==> config.mk <==
export PLATFORM = sky130hd
export DESIGN_NAME = pulse_width_code_transmitter
export DESIGN_NICKNAME = d
export VERILOG_FILES = /design/src/design/pwct_pkg.sv /design/src/design/pulse_width_code_transmitter.sv
export SDC_FILE = /design/constraint.sdc
export NUM_CORES = 1
export LEC_CHECK = 0
export BUFFER_PORTS_ARGS = -buffer_cell sky130_fd_sc_hd__clkbuf_2
export CORE_ASPECT_RATIO = 1.1
export CORE_MARGIN = 3
export CORE_UTILIZATION = 26
export DETAILED_ROUTE_END_ITERATION = 16
export GPL_ROUTABILITY_DRIVEN = 0
export SLEW_MARGIN = 30
export SYNTH_ARGS = -nofsm -noshare
export SYNTH_HDL_FRONTEND = slang
export SYNTH_SLANG_ARGS = --single-unit
export TNS_END_PERCENT = 20
==> constraint.sdc <==
create_clock -name clk_i -period 3.4 [get_ports clk_i]
set_clock_uncertainty 0.05 [all_clocks]
set_input_delay 0.85 -clock clk_i [delete_from_list [all_inputs] [get_ports clk_i]]
set_output_delay 0.85 -clock clk_i [all_outputs]
set_load 0.05 [all_outputs]
==> src/design/pwct_pkg.sv <==
package pwct_pkg;

  localparam int CodeBits    = 25;
  localparam int WidthW      = 8;
  localparam int PhaseW      = 9;
  localparam int GapW        = 16;
  localparam int SymIdxW     = 5;
  localparam int SymbolsDef  = 25;

  localparam int ApbAddrW    = 4;
  localparam int ApbDataW    = 32;

  localparam logic [CodeBits-1:0] CodeWordRst   = CodeBits'(10671810);
  localparam logic [WidthW-1:0]   ShortWidthRst = WidthW'(1);
  localparam logic [WidthW-1:0]   LongWidthRst  = WidthW'(3);
  localparam logic [GapW-1:0]     GapTicksRst   = GapW'(150);

  typedef enum logic [1:0] {
    RegCodeWord   = 2'd0,
    RegShortWidth = 2'd1,
    RegLongWidth  = 2'd2,
    RegGapTicks   = 2'd3
  } reg_idx_e;

  function automatic logic [WidthW-1:0] eff_width(input logic [WidthW-1:0] w);
    eff_width = (w == '0) ? WidthW'(1) : w;
  endfunction

endpackage

==> src/design/pulse_width_code_transmitter.sv <==
// Pulse-width code transmitter.
// Each request on the input channel (in_valid_i / in_stall_o) carries one
// tick_i bit; a 1 advances the transmitter by one time tick, a 0 only reports
// the current state. Every request yields exactly one result on the output
// channel (out_valid_o / out_stall_i): the line level after the tick, the
// number of symbols completed in the frame (SYMBOLS during the inter-frame
// gap) and a frame_start flag on the tick where the gap ends.
// The result register holds the result of a request accepted at the previous
// edge. One request is taken per cycle while the result is not stalled; the
// tick logic is a single pass of counters and compares into that register.
// When the receiver stalls while a result is held, in_stall_o is raised and
// the held result and all transmitter state stay unchanged until it is taken.
// Reset loads the default code word and timing registers, sets the line high
// with symbol count zero and clears the result valid flag. The first frame
// after reset spends symbol 0 in a long low phase.
// Program the APB registers only while no request is in flight: code_word at
// 0x0, short_width at 0x4, long_width at 0x8, gap_ticks at 0xC.
module pulse_width_code_transmitter
  import pwct_pkg::*;
#(
  parameter int SYMBOLS = SymbolsDef
) (
  input  logic                clk_i,
  input  logic                rst_ni,

  input  logic                psel,
  input  logic                penable,
  input  logic                pwrite,
  input  logic [ApbAddrW-1:0] paddr,
  input  logic [ApbDataW-1:0] pwdata,
  output logic [ApbDataW-1:0] prdata,
  output logic                pready,

  input  logic                in_valid_i,
  output logic                in_stall_o,
  input  logic                tick_i,

  output logic                out_valid_o,
  input  logic                out_stall_i,
  output logic                line_level_o,
  output logic [SymIdxW-1:0]  symbol_index_o,
  output logic                frame_start_o
);

  localparam int SymCntW = $clog2(SYMBOLS + 1);
  localparam logic [SymCntW-1:0] SymLast = SymCntW'(SYMBOLS);

  logic [CodeBits-1:0] code_word_q;
  logic [WidthW-1:0]   short_width_q;
  logic [WidthW-1:0]   long_width_q;
  logic [GapW-1:0]     gap_ticks_q;

  logic                level_q, level_d;
  logic [WidthW-1:0]   plen_q, plen_d;
  logic [PhaseW-1:0]   pticks_q, pticks_d;
  logic [SymCntW-1:0]  sym_q, sym_d;
  logic [GapW-1:0]     gap_q, gap_d;
  logic                fstart_d;

  logic                out_valid_q;
  logic                line_level_q;
  logic [SymIdxW-1:0]  symbol_index_q;
  logic                frame_start_q;

  logic                accept;
  logic                cfg_wr;
  logic [WidthW-1:0]   sw, lw;
  logic [PhaseW-1:0]   pt_inc;
  logic [CodeBits-1:0] code_shift;
  logic                sym_bit;

  assign pready = 1'b1;
  assign cfg_wr = psel && penable && pwrite;

  always_comb begin
    prdata = '0;
    unique case (reg_idx_e'(paddr[3:2]))
      RegCodeWord:   prdata = ApbDataW'(code_word_q);
      RegShortWidth: prdata = ApbDataW'(short_width_q);
      RegLongWidth:  prdata = ApbDataW'(long_width_q);
      RegGapTicks:   prdata = ApbDataW'(gap_ticks_q);
      default:       prdata = '0;
    endcase
  end

  always_ff @(posedge clk_i or negedge rst_ni) begin
    if (!rst_ni) begin
      code_word_q   <= CodeWordRst;
      short_width_q <= ShortWidthRst;
      long_width_q  <= LongWidthRst;
      gap_ticks_q   <= GapTicksRst;
    end else if (cfg_wr) begin
      unique case (reg_idx_e'(paddr[3:2]))
        RegCodeWord:   code_word_q   <= pwdata[CodeBits-1:0];
        RegShortWidth: short_width_q <= pwdata[WidthW-1:0];
        RegLongWidth:  long_width_q  <= pwdata[WidthW-1:0];
        RegGapTicks:   gap_ticks_q   <= pwdata[GapW-1:0];
        default: ;
      endcase
    end
  end

  assign in_stall_o = out_valid_q && out_stall_i;
  assign accept     = in_valid_i && !in_stall_o;

  assign sw         = eff_width(short_width_q);
  assign lw         = eff_width(long_width_q);
  assign pt_inc     = pticks_q + PhaseW'(1);
  assign code_shift = code_word_q >> sym_q;
  assign sym_bit    = code_shift[0];

  always_comb begin
    level_d  = level_q;
    plen_d   = plen_q;
    pticks_d = pticks_q;
    sym_d    = sym_q;
    gap_d    = gap_q;
    fstart_d = 1'b0;
    if (tick_i) begin
      if (sym_q < SymLast) begin
        pticks_d = pt_inc;
        if (pticks_q >= {1'b0, plen_q}) begin
          if (level_q) begin
            plen_d  = (plen_q == lw) ? sw : lw;
            level_d = 1'b0;
          end else begin
            plen_d  = sym_bit ? lw : sw;
            level_d = 1'b1;
          end
          pticks_d = PhaseW'(1);
        end
        if (!level_d && (pticks_d == {1'b0, plen_d})) begin
          sym_d = sym_q + SymCntW'(1);
        end
      end else begin
        gap_d = gap_q + GapW'(1);
        if (gap_q >= gap_ticks_q) begin
          pticks_d = PhaseW'(1);
          sym_d    = '0;
          plen_d   = '0;
          level_d  = 1'b0;
          gap_d    = '0;
          fstart_d = 1'b1;
        end
      end
    end
  end

  always_ff @(posedge clk_i or negedge rst_ni) begin
    if (!rst_ni) begin
      level_q     <= 1'b1;
      plen_q      <= '0;
      pticks_q    <= '0;
      sym_q       <= '0;
      gap_q       <= '0;
      out_valid_q <= 1'b0;
    end else begin
      if (accept) begin
        level_q  <= level_d;
        plen_q   <= plen_d;
        pticks_q <= pticks_d;
        sym_q    <= sym_d;
        gap_q    <= gap_d;
      end
      if (accept) begin
        out_valid_q <= 1'b1;
      end else if (!out_stall_i) begin
        out_valid_q <= 1'b0;
      end
    end
  end

  always_ff @(posedge clk_i) begin
    if (accept) begin
      line_level_q   <= level_d;
      symbol_index_q <= SymIdxW'(sym_d);
      frame_start_q  <= fstart_d;
    end
  end

  assign out_valid_o    = out_valid_q;
  assign line_level_o   = line_level_q;
  assign symbol_index_o = symbol_index_q;
  assign frame_start_o  = frame_start_q;

`ifndef NO_ASSERTIONS
  a_sym_bound: assert property (@(posedge clk_i) disable iff (!rst_ni)
    sym_q <= SymLast)
    else $error("symbol count past frame length");

  a_gap_low: assert property (@(posedge clk_i) disable iff (!rst_ni)
    (sym_q == SymLast) |-> !level_q)
    else $error("line high during gap");

  a_frame_start: assert property (@(posedge clk_i) disable iff (!rst_ni)
    (out_valid_o && frame_start_o) |-> (symbol_index_o == '0 && !line_level_o))
    else $error("frame start with nonzero count or high line");

  a_hold: assert property (@(posedge clk_i) disable iff (!rst_ni)
    (accept && !tick_i) |=> ($stable(sym_q) && $stable(level_q) && $stable(gap_q)
                              && $stable(pticks_q) && !frame_start_o))
    else $error("state moved without a tick");

  a_stall_hold: assert property (@(posedge clk_i) disable iff (!rst_ni)
    in_stall_o |=> (out_valid_o && $stable(sym_q) && $stable(level_q)))
    else $error("result or state lost under stall");
`endif

endmodule
## After elaboration in Yosys (flattened, before gate mapping)

Cells that the tools add are included.

- Bits in writable memories: 0
- Memories kept: 0
- Word-level logic and storage cells: 77
- Latch bits: 0
- ROM bits: 0
- Output and inout port bits: 42
- Bits in registers: 104

- Magnitude comparators: 3
- Multiplexer cells: 31
- Equal/unequal tests: 6
- Div/mod/pow operators: 0
- Reductions and logical operators: 18
- Multipliers: 0
- Shifts and indexed selects: 1
- $add $sub $neg: 3
- Bitwise operators: 2

Operator list:

| kind | number |
|---|---|
| $pmux W32 S4 | 1 |
| $mux W8 | 10 |
| $mux W9 | 5 |
| $shr A25 B5 Y1 | 1 |
| $mux W5 | 4 |
| $add A16 B1 Y16 const B | 1 |
| $ge A16 B16 Y1 | 1 |
| $logic_not A8 Y1 | 2 |
| $mux W16 | 1 |
| $mux W1 | 10 |
| $add A9 B1 Y9 const B | 1 |
| $eq A9 B8 Y1 | 1 |
| $ge A9 B8 Y1 | 1 |
| $eq A8 B8 Y1 | 1 |
| $reduce_and A2 Y1 | 4 |
| $reduce_and A3 Y1 | 2 |
| $add A5 B1 Y5 const B | 1 |
| $logic_and A1 B1 Y1 | 5 |
| $lt A5 B5 Y1 const B | 1 |
| $eq A2 B2 Y1 const B | 2 |
| $eq A2 B1 Y1 const B | 1 |
| $logic_not A1 Y1 | 2 |
| $logic_not A2 Y1 | 1 |
| $ne A2 B1 Y1 const B | 1 |
| 3 further kinds | 4 |

## Depth between registers and ports, before layout

Gate-level depths: netlist of the first run.

- Depth after elaboration: 13
- Depth in mapped cells: 12
- Gate-level depth less buffers: 11

## Worst setup path after synthesis of the first run

OpenSTA, ideal clock, no wires.

- Kind: input-to-output
- From: in paddr[2]
- To: out prdata[15]
- Path slack: 0.303 ns
- Data arrival time: 2.197 ns
- Stages on the path: 4
- Buffers on the path: 2
- Required time: 2.500 ns
- Path through: buf_1 nor2_1 clkbuf_1 a22o_1

- Cells in the longest elaborated chain, start to end: 2
- Elaborated cells between the ends (all ways): 5
- Those cells by class: eq/ne (3); mux (1); reduce/logical (1)

RTL lines:

| element | RTL line | source |
|---|---|---|
| start, declared | pulse_width_code_transmitter.sv:29 | `input logic [ApbAddrW-1:0] paddr,` |
| $eq A2 B2 Y1 (tied with other cells) | pulse_width_code_transmitter.sv:77 | `unique case (reg_idx_e'(paddr[3:2]))` |
| $pmux W32 S4 (*) | pulse_width_code_transmitter.sv:77 |  |
| end, declared | pulse_width_code_transmitter.sv:31 | `output logic [ApbDataW-1:0] prdata,` |

Mark *: on every way between the ends. The rest lies on a longest branch, timed or not. The select of a mux whose other input is x is not followed.

## Final worst setup path of the first run

- From: reg pticks_q[0]
- To: reg symbol_index_q[1] (netlist: symbol_index_o[1]), data pin

- Cells in the longest elaborated chain, start to end: 9
- Elaborated cells between the ends (all ways): 17
- Those cells by class: add/sub (1); order compare (1); eq/ne (1); mux (12); reduce/logical (2)

RTL lines:

| element | RTL line | source |
|---|---|---|
| start, declared | pulse_width_code_transmitter.sv:55 | `logic [PhaseW-1:0] pticks_q, pticks_d;` |
| start signal, assigned | pulse_width_code_transmitter.sv:161 | `pticks_q <= pticks_d;` |
| $add A9 B1 Y9 or $ge A9 B8 Y1 (tied branches) | pulse_width_code_transmitter.sv:108, pulse_width_code_transmitter.sv:122 |  |
| $mux W9 (tied with other cells) | pulse_width_code_transmitter.sv:122 | `if (pticks_q >= {1'b0, plen_q}) begin` |
| $mux W9 (tied with other cells) | pulse_width_code_transmitter.sv:120 | `if (sym_q < SymLast) begin` |
| $mux W9 (tied with other cells) | pulse_width_code_transmitter.sv:119 | `if (tick_i) begin` |
| $eq A9 B8 Y1 or $logic_not A1 Y1 (tied branches) | pulse_width_code_transmitter.sv:132 | `if (!level_d && (pticks_d == {1'b0, plen_d})) begin` |
| $logic_and A1 B1 Y1 (*) | pulse_width_code_transmitter.sv:132 |  |
| $mux W5 (*) | pulse_width_code_transmitter.sv:132 |  |
| $mux W5 (*) | pulse_width_code_transmitter.sv:120 |  |
| $mux W5 (*) | pulse_width_code_transmitter.sv:119 |  |
| named net sym_d[1] | pulse_width_code_transmitter.sv:56 | `logic [SymCntW-1:0] sym_q, sym_d;` |
| end signal, assigned | pulse_width_code_transmitter.sv:176 | `symbol_index_q <= SymIdxW'(sym_d);` |
| end, declared | pulse_width_code_transmitter.sv:62 | `logic [SymIdxW-1:0] symbol_index_q;` |

The timed path passes the listed nets; every way through them passes the cells marked *. The select of a mux whose other input is x is not followed.
A chain may end at the register's enable or synchronous reset.

==> results of run 1 <==
critical path, delay by kind of cell (launching register included):
| family | cells | cell delay (ns) |
|---|---|---|
| flip-flops | 1 | 0.38 |
| adder cells (fa/ha/maj) | 1 | 0.24 |
| buffers and inverters | 1 | 0.16 |
| AND/OR/NAND/NOR | 3 | 0.61 |
| AO/OA/AOI/OAI | 6 | 1.48 |
cells in the mapped netlist, types with 10 or more instances:
master	n	share of area
clkbuf_1	18	0.011
ha_1	27	0.055
inv_1	34	0.021
nand3_1	17	0.014
and2_1	16	0.016
nor3_1	10	0.0081
a22o_1	12	0.017
nor2_1	45	0.027
xor2_1	16	0.023
nand2_1	26	0.016
a21oi_1	11	0.0090
dfrtp_1	78	0.32
dfstp_2	19	0.081
xnor2_1	14	0.020
mux2i_1	17	0.028
o21ai_0	19	0.015
mux4_2	10	0.037
mux2_2	58	0.11
cell type report:
type	count	share of cell area
Multi-Input combinational cell	403	0.432
Sequential cell	104	0.360
Inverter	34	0.0173
Clock buffer	10	0.0323
Timing Repair Buffer	90	0.100
Clock inverter	6	0.00778
Tap cell	300	0.0507
Antenna cell	1	0.000338
power groups by stage:
stage,sequential (uW),combinational (uW),clock (uW)
after global routing,1830,1790,1140
after detailed placement,1810,1630,0
final,1790,1620,1070
after global placement,1810,1600,0
after CTS,1790,1640,1100
after floorplan,1760,1150,0
worst max path at each step:
stage | from | endpoint | slack [ns] | cells past startpoint
2_1_floorplan | paddr[2] | prdata[15] | 0.30 | 4
3_3_place_gp | long_width_q[6]$_DFFE_PN0P_ | symbol_index_o[1]$_DFFE_PP_ | 0.29 | 9
3_5_place_dp | long_width_q[6]$_DFFE_PN0P_ | symbol_index_o[1]$_DFFE_PP_ | 0.27 | 9
4_1_cts | long_width_q[6]$_DFFE_PN0P_ | symbol_index_o[1]$_DFFE_PP_ | 0.25 | 9
5_1_grt | long_width_q[6]$_DFFE_PN0P_ | symbol_index_o[1]$_DFFE_PP_ | 0.07 | 9
6_report | pticks_q[0]$_DFFE_PN0P_ | symbol_index_o[1]$_DFFE_PP_ | 0.25 | 11
sequential cells by signal, summed over array words and instances, names as in the netlist, 8 cells and up:
register	cells
long_width_q	8
plen_q	8
short_width_q	8
code_word_q	25
gap_q	16
pticks_q	9
gap_ticks_q	16
cells by family (layout without fill, tap and decap cells):
group / after synthesis / after routing / synth area share
and+or+nand+nor: 157 / 157 / 0.129
DFF: 104 / 104 / 0.433
AOI/OAI and AO/OA: 95 / 95 / 0.112
muxes: 86 / 86 / 0.175
buffers and inverters: 67 / 140 / 0.0521
xor gates and xnor gates: 30 / 30 / 0.0427
adders and majority gates: 27 / 27 / 0.0550
other: 2 / 9 / 0.00122
stage by stage:
stage	area (um^2)	power [uW]	cells	utilization	hold WS [ns]
after floorplan	6170	2910	574	-	0.424
after global placement	7100	3410	931	0.308	0.455
after detailed placement	7100	3450	931	0.308	0.463
after CTS	7390	4530	947	0.320	0.436
after global routing	7400	4760	948	0.321	0.447
final	7400	4480	948	0.321	0.405
metal layers:
| metal | global-route usage | wire length [um] |
|---|---|---|
| met1 | 0.164 | 7000 |
| met4 | 0.0302 | 171 |
| met2 | 0.202 | 7500 |
| met3 | 0.0333 | 737 |
| met5 | 0 | 0 |
==> flow_summary.json, run 1 <==
{
  "status": "complete, no violations",
  "maxSlewHeadroom": 0.632,
  "dp_hpwl_um": 11500,
  "hold_buffers": 0,
  "fillCellCount": 2384,
  "vias_per_cell": 4.79,
  "critPathCaptureType": "register",
  "postLayoutSetupSlackWorst_ns": 0.251,
  "seqCellArea_um2": 2660,
  "rr_startpoint": "pticks_q[0]$_DFFE_PN0P_",
  "drv_slew": 0,
  "cpPeakStageDelay_ns": 0.50,
  "final.min_clock_period_ns": 3.15,
  "slowest_stage": "a2111oi_0",
  "cp_max_fo": 6,
  "antenna_found_initial": 1,
  "die_area_um2": 25500,
  "grt_pass1_wl_um": 25300,
  "p_leak_uw": 0.00331,
  "critPathKind": "register to register",
  "yosysSeqAreaShare": 0.433,
  "drt_iter0_drc": 253,
  "core-area_um2": 23100,
  "hp-class": "input port to asynchronous set/reset pin",
  "ff2ff_path_depth": 11,
  "post-place-ws_ns": 0.267,
  "layout-drive-gt1-share": 0.312,
  "grt_pass1_vias": 4624,
  "synthDistinctLibCells": 61,
  "cts_tree": "yes",
  "power_density_nw_per_um2": 606,
  "max_freq_ghz": 0.318,
  "synth_edf_count": 7,
  "synth_seq_cells": 104,
  "drc": 0,
  "critPathRequiredTime_ns": 3.47,
  "path_cells": "buf_4 > ha_1 > and2_1 > o21ai_0 > o311ai_0 > o31a_1 > a2111oi_0 > and4_1 > a21o_1 > nand3_1 > a32o_1",
  "p_sw_frac": 0.374,
  "fin_nets": 713,
  "worst_pin_slew_ns": 0.539,
  "crit_path_start_kind": "register",
  "grt_max_degree": 62,
  "setup_violations": 0,
  "finalCritPeriodShare": 0.926,
  "reg2reg_to": "symbol_index_o[1]$_DFFE_PP_",
  "initial_core_util": 0.266,
  "syn_avg_cell_area_um2": 10.8,
  "clk_latency_ns": 0.37,
  "syn_area_um2": 6150,
  "port_buffers": 68,
  "syn_inst": 568,
  "cp.arrival_ns": 3.22,
  "synth_warnings": 0,
  "area_delta_synth_final_pct": 20.3,
  "switchingPower_uw": 1680,
  "yosys_most_used_dff": "dfrtp_1",
  "cts_setup_buffers": 0,
  "layout_common_cells": "78 x dfrtp_1, 58 x mux2_2, 54 x clkbuf_2",
  "overflow": 0,
  "final_common_cell": "dfrtp_1",
  "clk_pin_slew_ns": 0.08,
  "wirelength_um": 15400,
  "firstDrtPassIters": 5,
  "grt.total_usage": 0.123,
  "ioPinCount": 86,
  "floorplan.rows": 58,
  "p_seq_frac": 0.400,
  "cts.sink_count": 104,
  "wl_per_cell_um": 16.3,
  "die_x_um": 153,
  "htree_levels": 3,
  "num_vias": 4545,
  "multi_input_area_um2": 3190,
  "maxCapViolCount": 0,
  "grt_setup_unrepaired": "no",
  "synth_async_sr_flop_share": 0.933,
  "cts_resized": 0,
  "p_clk_frac": 0.238,
  "setup_tns_ns": 0,
  "clk_path_buf_depth": 2,
  "hold_viol_final": 0,
  "numCtsBuffers": 9,
  "ant_nets": 0,
  "cts_root_buf": "clkbuf_16",
  "irDropWorstVdd_uv": 307,
  "dieHeight_um": 167,
  "internal-power_uw": 2800,
  "comb_power_share": 0.362,
  "reg2reg_slack_ns": 0.25
}
No activity file was read; power rests on OpenSTA's default activity.
==> run 2, diff against run 1 <==
Clock period 3.4 ns to 2.5 ns, I/O delays scaled along.
==> flow_summary.json, run 2 (synthesized netlist as in run 1, its figures left out) <==
{
  "clk_pin_slew_ns": 0.07,
  "max_freq_ghz": 0.347,
  "cts_root_buf": "clkbuf_16",
  "critPathKind": "register to register",
  "core-area_um2": 23100,
  "final.min_clock_period_ns": 2.88,
  "power_density_nw_per_um2": 810,
  "wl_per_cell_um": 15.3,
  "crit_path_start_kind": "register",
  "setup_violations": 25,
  "regMostFlops": "code_word_q",
  "irDropWorstVdd_uv": 403,
  "final_common_cell": "buf_4",
  "fillCellCount": 2285,
  "hp-class": "input port to asynchronous set/reset pin",
  "p_leak_uw": 0.00402,
  "wirelength_um": 16500,
  "layout-drive-gt1-share": 0.487,
  "largest_reg_flops": 25,
  "reg.largest.list": "code_word_q: 25 flops, gap_q: 16 flops, gap_ticks_q: 16 flops",
  "htree_levels": 3,
  "dp_hpwl_um": 12200,
  "grt_max_degree": 58,
  "drc": 0,
  "rr_startpoint": "sym_q[0]$_DFFE_PN0P_",
  "initial_core_util": 0.266,
  "die_x_um": 153,
  "finalCritPeriodShare": 1.15,
  "violations": "negative setup slack",
  "critPathRequiredTime_ns": 2.63,
  "drt_iter0_drc": 260,
  "reg2reg_to": "symbol_index_o[3]$_DFFE_PP_",
  "cp_max_fo": 9,
  "dieHeight_um": 167,
  "grt_setup_unrepaired": "yes",
  "setup_tns_ns": -3.67,
  "clk_latency_ns": 0.36,
  "port_buffers": 68,
  "cts.sink_count": 104,
  "layout_common_cells": "142 x buf_4, 77 x dfrtp_1, 58 x mux2_2",
  "die_area_um2": 25500,
  "hold_viol_final": 0,
  "postLayoutSetupSlackWorst_ns": -0.383,
  "cts_tree": "yes",
  "reg2reg_slack_ns": -0.38,
  "area_delta_synth_final_pct": 41.2,
  "critPathCaptureType": "register",
  "overflow": 0,
  "cp.arrival_ns": 3.01,
  "grt_pass1_wl_um": 26500,
  "numCtsBuffers": 9,
  "num_vias": 5017,
  "floorplan.rows": 58,
  "grt.total_usage": 0.128,
  "ioPinCount": 86,
  "drv_slew": 0,
  "grt_pass1_vias": 5036,
  "fin_nets": 844,
  "ff2ff_path_depth": 11,
  "firstDrtPassIters": 4,
  "ant_nets": 0,
  "vias_per_cell": 4.65,
  "maxCapViolCount": 0,
  "clk_path_buf_depth": 2,
  "status": "finished with violations",
  "antenna_found_initial": 0,
  "post-place-ws_ns": -0.432
}
## run 2: changes by cell type in the layout (fill, tap and decap cells not counted), moves of 4 or more
cell,previous run,this run
nor2_1,45,36
o31ai_1,7,3
nand3_2,0,4
o21ai_1,0,11
buf_4,20,142
nor2_2,0,6
buf_6,0,7
nand3_1,17,11
o21ai_0,19,6
o31ai_2,0,4
## run 2: repair_timing
item,4_1_cts,5_1_grt
pin swaps,7,13
hold buffers,0,0
gates resized for setup,28,54
buffers inserted,4,6
endpoints found under the setup margin,45,44
gates cloned,0,0
## run 2: layer usage
metal	routed length, um	part of all wire	GRT usage	vias to the layer above
li1	-	-	-	2454
met1	7410	0.45	0.167	2451
met2	8030	0.49	0.214	91
met3	747	0.045	0.0333	21
met4	294	0.018	0.0329	0
met5	0	0	0	-
## run 2: worst max-delay path by stage
stage	startpoint	to	cells after the start
final	sym_q[0]$_DFFE_PN0P_	symbol_index_o[3]$_DFFE_PP_	11
after global routing	sym_q[0]$_DFFE_PN0P_	sym_q[1]$_DFFE_PN0P_	11
after CTS	sym_q[0]$_DFFE_PN0P_	symbol_index_o[3]$_DFFE_PP_	11
after detailed placement	sym_q[0]$_DFFE_PN0P_	symbol_index_o[3]$_DFFE_PP_	11
after global placement	sym_q[0]$_DFFE_PN0P_	sym_q[1]$_DFFE_PN0P_	10
after floorplan	sym_q[0]$_DFFE_PN0P_	symbol_index_o[1]$_DFFE_PP_	12
## run 2: stage by stage
stage               cell area, um^2  utilization  std cells  hold WS, ns  power [uW]
CTS                            8460        0.367       1072       0.0718        6890
global route                   8680        0.376       1078       0.0716        7460
floorplan                      6190            -        574        0.279        3970
global placement               8040        0.348       1052        0.454        5230
detailed placement             8040        0.348       1052        0.457        5290
finish                         8680        0.376       1079       0.0697        7030
## run 2: layout make-up
type                            instances  area, um^2  area share
Multi-Input combinational cell        403        3450       0.397
Sequential cell                       104        2660       0.307
Timing Repair Buffer                  221        1790       0.206
Tap cell                              300         375      0.0432
Clock buffer                           10         239      0.0275
Inverter                               34         128      0.0147
Clock inverter                          6        41.3     0.00476
Antenna cell                            1        2.50    0.000288
## run 2: power by group
part / total (uW) / leakage (uW) / internal [uW] / switching [uW]
Combinational: 3320 / 0.00263 / 1700 / 1620
Clock: 1380 / 0.000139 / 706 / 677
Sequential: 2330 / 0.00125 / 2080 / 247
Total: 7030 / 0.00402 / 4490 / 2540
## run 2: critical path: stages, from the launching register on
cell     delay [ns]
dfrtp_1        0.41
buf_12         0.16
mux2i_1        0.13
mux4_2         0.51
a22oi_2        0.21
o21ai_2        0.10
o21ai_4        0.15
mux2i_2        0.26
a21o_1         0.26
buf_6          0.15
a31oi_1        0.09
a31oi_1        0.21
==> run 3, diff against run 2 <==
Clock period 2.5 ns to 2.9 ns, I/O delays scaled along.
==> flow_summary.json, run 3 (synthesized netlist as in run 1, its figures left out) <==
{
  "area_delta_synth_final_pct": 28.8,
  "clk_path_buf_depth": 2,
  "path_depth": 10,
  "power_uw": 5690,
  "slowest_stage": "mux4_2",
  "grt_max_degree": 50,
  "drt_iter0_drc": 273,
  "dp_hpwl_um": 11700,
  "cts.sink_count": 104,
  "regMostFlops": "code_word_q",
  "layout-drive-gt1-share": 0.396,
  "cpPeakStageDelay_ns": 0.51,
  "initial_core_util": 0.266,
  "fin_nets": 761,
  "n_antenna_cell": 0,
  "critPathKind": "register to register",
  "final.min_clock_period_ns": 2.84,
  "ff2ff_path_depth": 10,
  "drc": 0,
  "hp-class": "input port to asynchronous set/reset pin",
  "wirelength_um": 15400,
  "largest_reg_flops": 25,
  "vias_per_cell": 4.64,
  "overflow": 0,
  "grt.total_usage": 0.123,
  "switchingPower_uw": 2120,
  "port_buffers": 68,
  "irDropWorstVdd_uv": 368,
  "p_clk_frac": 0.224,
  "grt_pass1_wl_um": 25300,
  "final_area_um2": 7920,
  "setup_tns_ns": 0,
  "hold_viol_final": 0,
  "grt_pass1_vias": 4653,
  "grt_setup_unrepaired": "yes",
  "numCtsBuffers": 9,
  "ant_nets": 0,
  "clk_pin_slew_ns": 0.08,
  "fin_cells": 995,
  "p_seq_frac": 0.366,
  "num_vias": 4617,
  "setup_violations": 0,
  "hold_buffers": 0,
  "core-area_um2": 23100,
  "crit_path_start_kind": "register",
  "cp_max_fo": 13,
  "htree_levels": 3,
  "ioPinCount": 86,
  "status": "complete, no violations",
  "dieHeight_um": 167,
  "antenna_found_initial": 0,
  "path_cells": "buf_12 > mux2i_1 > mux4_2 > a22oi_2 > o21ai_2 > o21ai_4 > mux2i_4 > a211oi_2 > or3_1 > a32o_1",
  "p_sw_frac": 0.373,
  "path_buf_inv": 1,
  "maxCapViolCount": 0,
  "comb_power_share": 0.411,
  "internal-power_uw": 3560,
  "reg2reg_slack_ns": 0.06,
  "power_density_nw_per_um2": 718,
  "cts_tree": "yes",
  "firstDrtPassIters": 5,
  "clk_latency_ns": 0.37,
  "critPathCaptureType": "register",
  "cpLargestDelayFamily": "multiplexers",
  "dp_cells": 974,
  "max_freq_ghz": 0.352,
  "critPathRequiredTime_ns": 3.10,
  "layout_common_cells": "74 x dfrtp_1, 69 x buf_4, 58 x mux2_2",
  "final_common_cell": "dfrtp_1",
  "drv_slew": 0,
  "die_x_um": 153,
  "finalCritPeriodShare": 0.978,
  "wl_per_cell_um": 15.5,
  "place_area_um2": 7440,
  "die_area_um2": 25500,
  "p_leak_uw": 0.00356,
  "cts_root_buf": "clkbuf_16",
  "utilization": 0.343,
  "floorplan.rows": 58,
  "cp.arrival_ns": 3.04,
  "reg.largest.list": "code_word_q: 25 flops, gap_q: 16 flops, gap_ticks_q: 16 flops"
}
==> run 3: cell types whose count changed in the layout (fill, tap and decap cells not counted), sizes merged <==
cell / delta
inv: +2
diode: -1
clkinvlp: -1
buf: -85
clkbuf: +1
==> run 3: repair_timing <==
action                                  in CTS  in global routing
setup buffers                                2                  3
pin swaps                                    0                  6
endpoints found under the setup margin      10                 27
cloned                                       0                  0
gates resized for setup                      9                 24
==> run 3: final cells by class <==
| cell class | instances | area (um^2) |
|---|---|---|
| Fill cell | 2341 | 15200 |
| Multi-Input combinational cell | 403 | 3330 |
| Sequential cell | 104 | 2670 |
| Timing Repair Buffer | 138 | 1100 |
| Tap cell | 300 | 375 |
| Clock buffer | 9 | 225 |
| Inverter | 34 | 128 |
| Clock inverter | 7 | 83.8 |
==> run 3: worst paths after layout <==
check | start | end
max | sym_q[0]$_DFFE_PN0P_ | sym_q[1]$_DFFE_PN0P_
min | rst_ni | gap_q[12]$_DFFE_PN0P_
max reg2reg | sym_q[0]$_DFFE_PN0P_ | sym_q[1]$_DFFE_PN0P_
min reg2reg | out_valid_o$_DFFE_PN0P_ | out_valid_o$_DFFE_PN0P_
max in group asynchronous | rst_ni | level_q$_DFFE_PN1P_
min in group clk_i | out_valid_o$_DFFE_PN0P_ | out_valid_o$_DFFE_PN0P_
==> run 3: routing by layer <==
metal / vias up / part of all wire / GRT usage / wire length (um)
met5: - / 0 / 0 / 0
met4: 0 / 0.0075 / 0.0209 / 115
met3: 10 / 0.042 / 0.0320 / 653
met2: 70 / 0.50 / 0.206 / 7640
met1: 2249 / 0.45 / 0.163 / 7020
li1: 2288 / - / - / -
==> run 3: through the flow <==
stage	hold slack, ns	worst slack (ns)
floorplan	0.379	-0.0338
global placement	0.456	-0.126
finish	0.264	0.0628
global route	0.293	-0.0383
detailed placement	0.461	-0.152
CTS	0.269	0.00374
==> run 3: power groups by stage <==
stage	logic, uW	clock network (uW)	registers (uW)
after floorplan	1370	0	2060
after global placement	2160	0	2090
after detailed placement	2190	0	2090
after CTS	2290	1310	2070
after global routing	2560	1370	2130
final	2330	1270	2080
==> run 3: worst reg2reg max path: stages, from the launching register on <==
cell      delay, ns
dfrtp_1        0.41
buf_12         0.17
mux2i_1        0.15
mux4_2         0.51
a22oi_2        0.19
o21ai_2        0.10
o21ai_4        0.17
mux2i_4        0.29
a211oi_2       0.11
or3_1          0.36
a32o_1         0.21
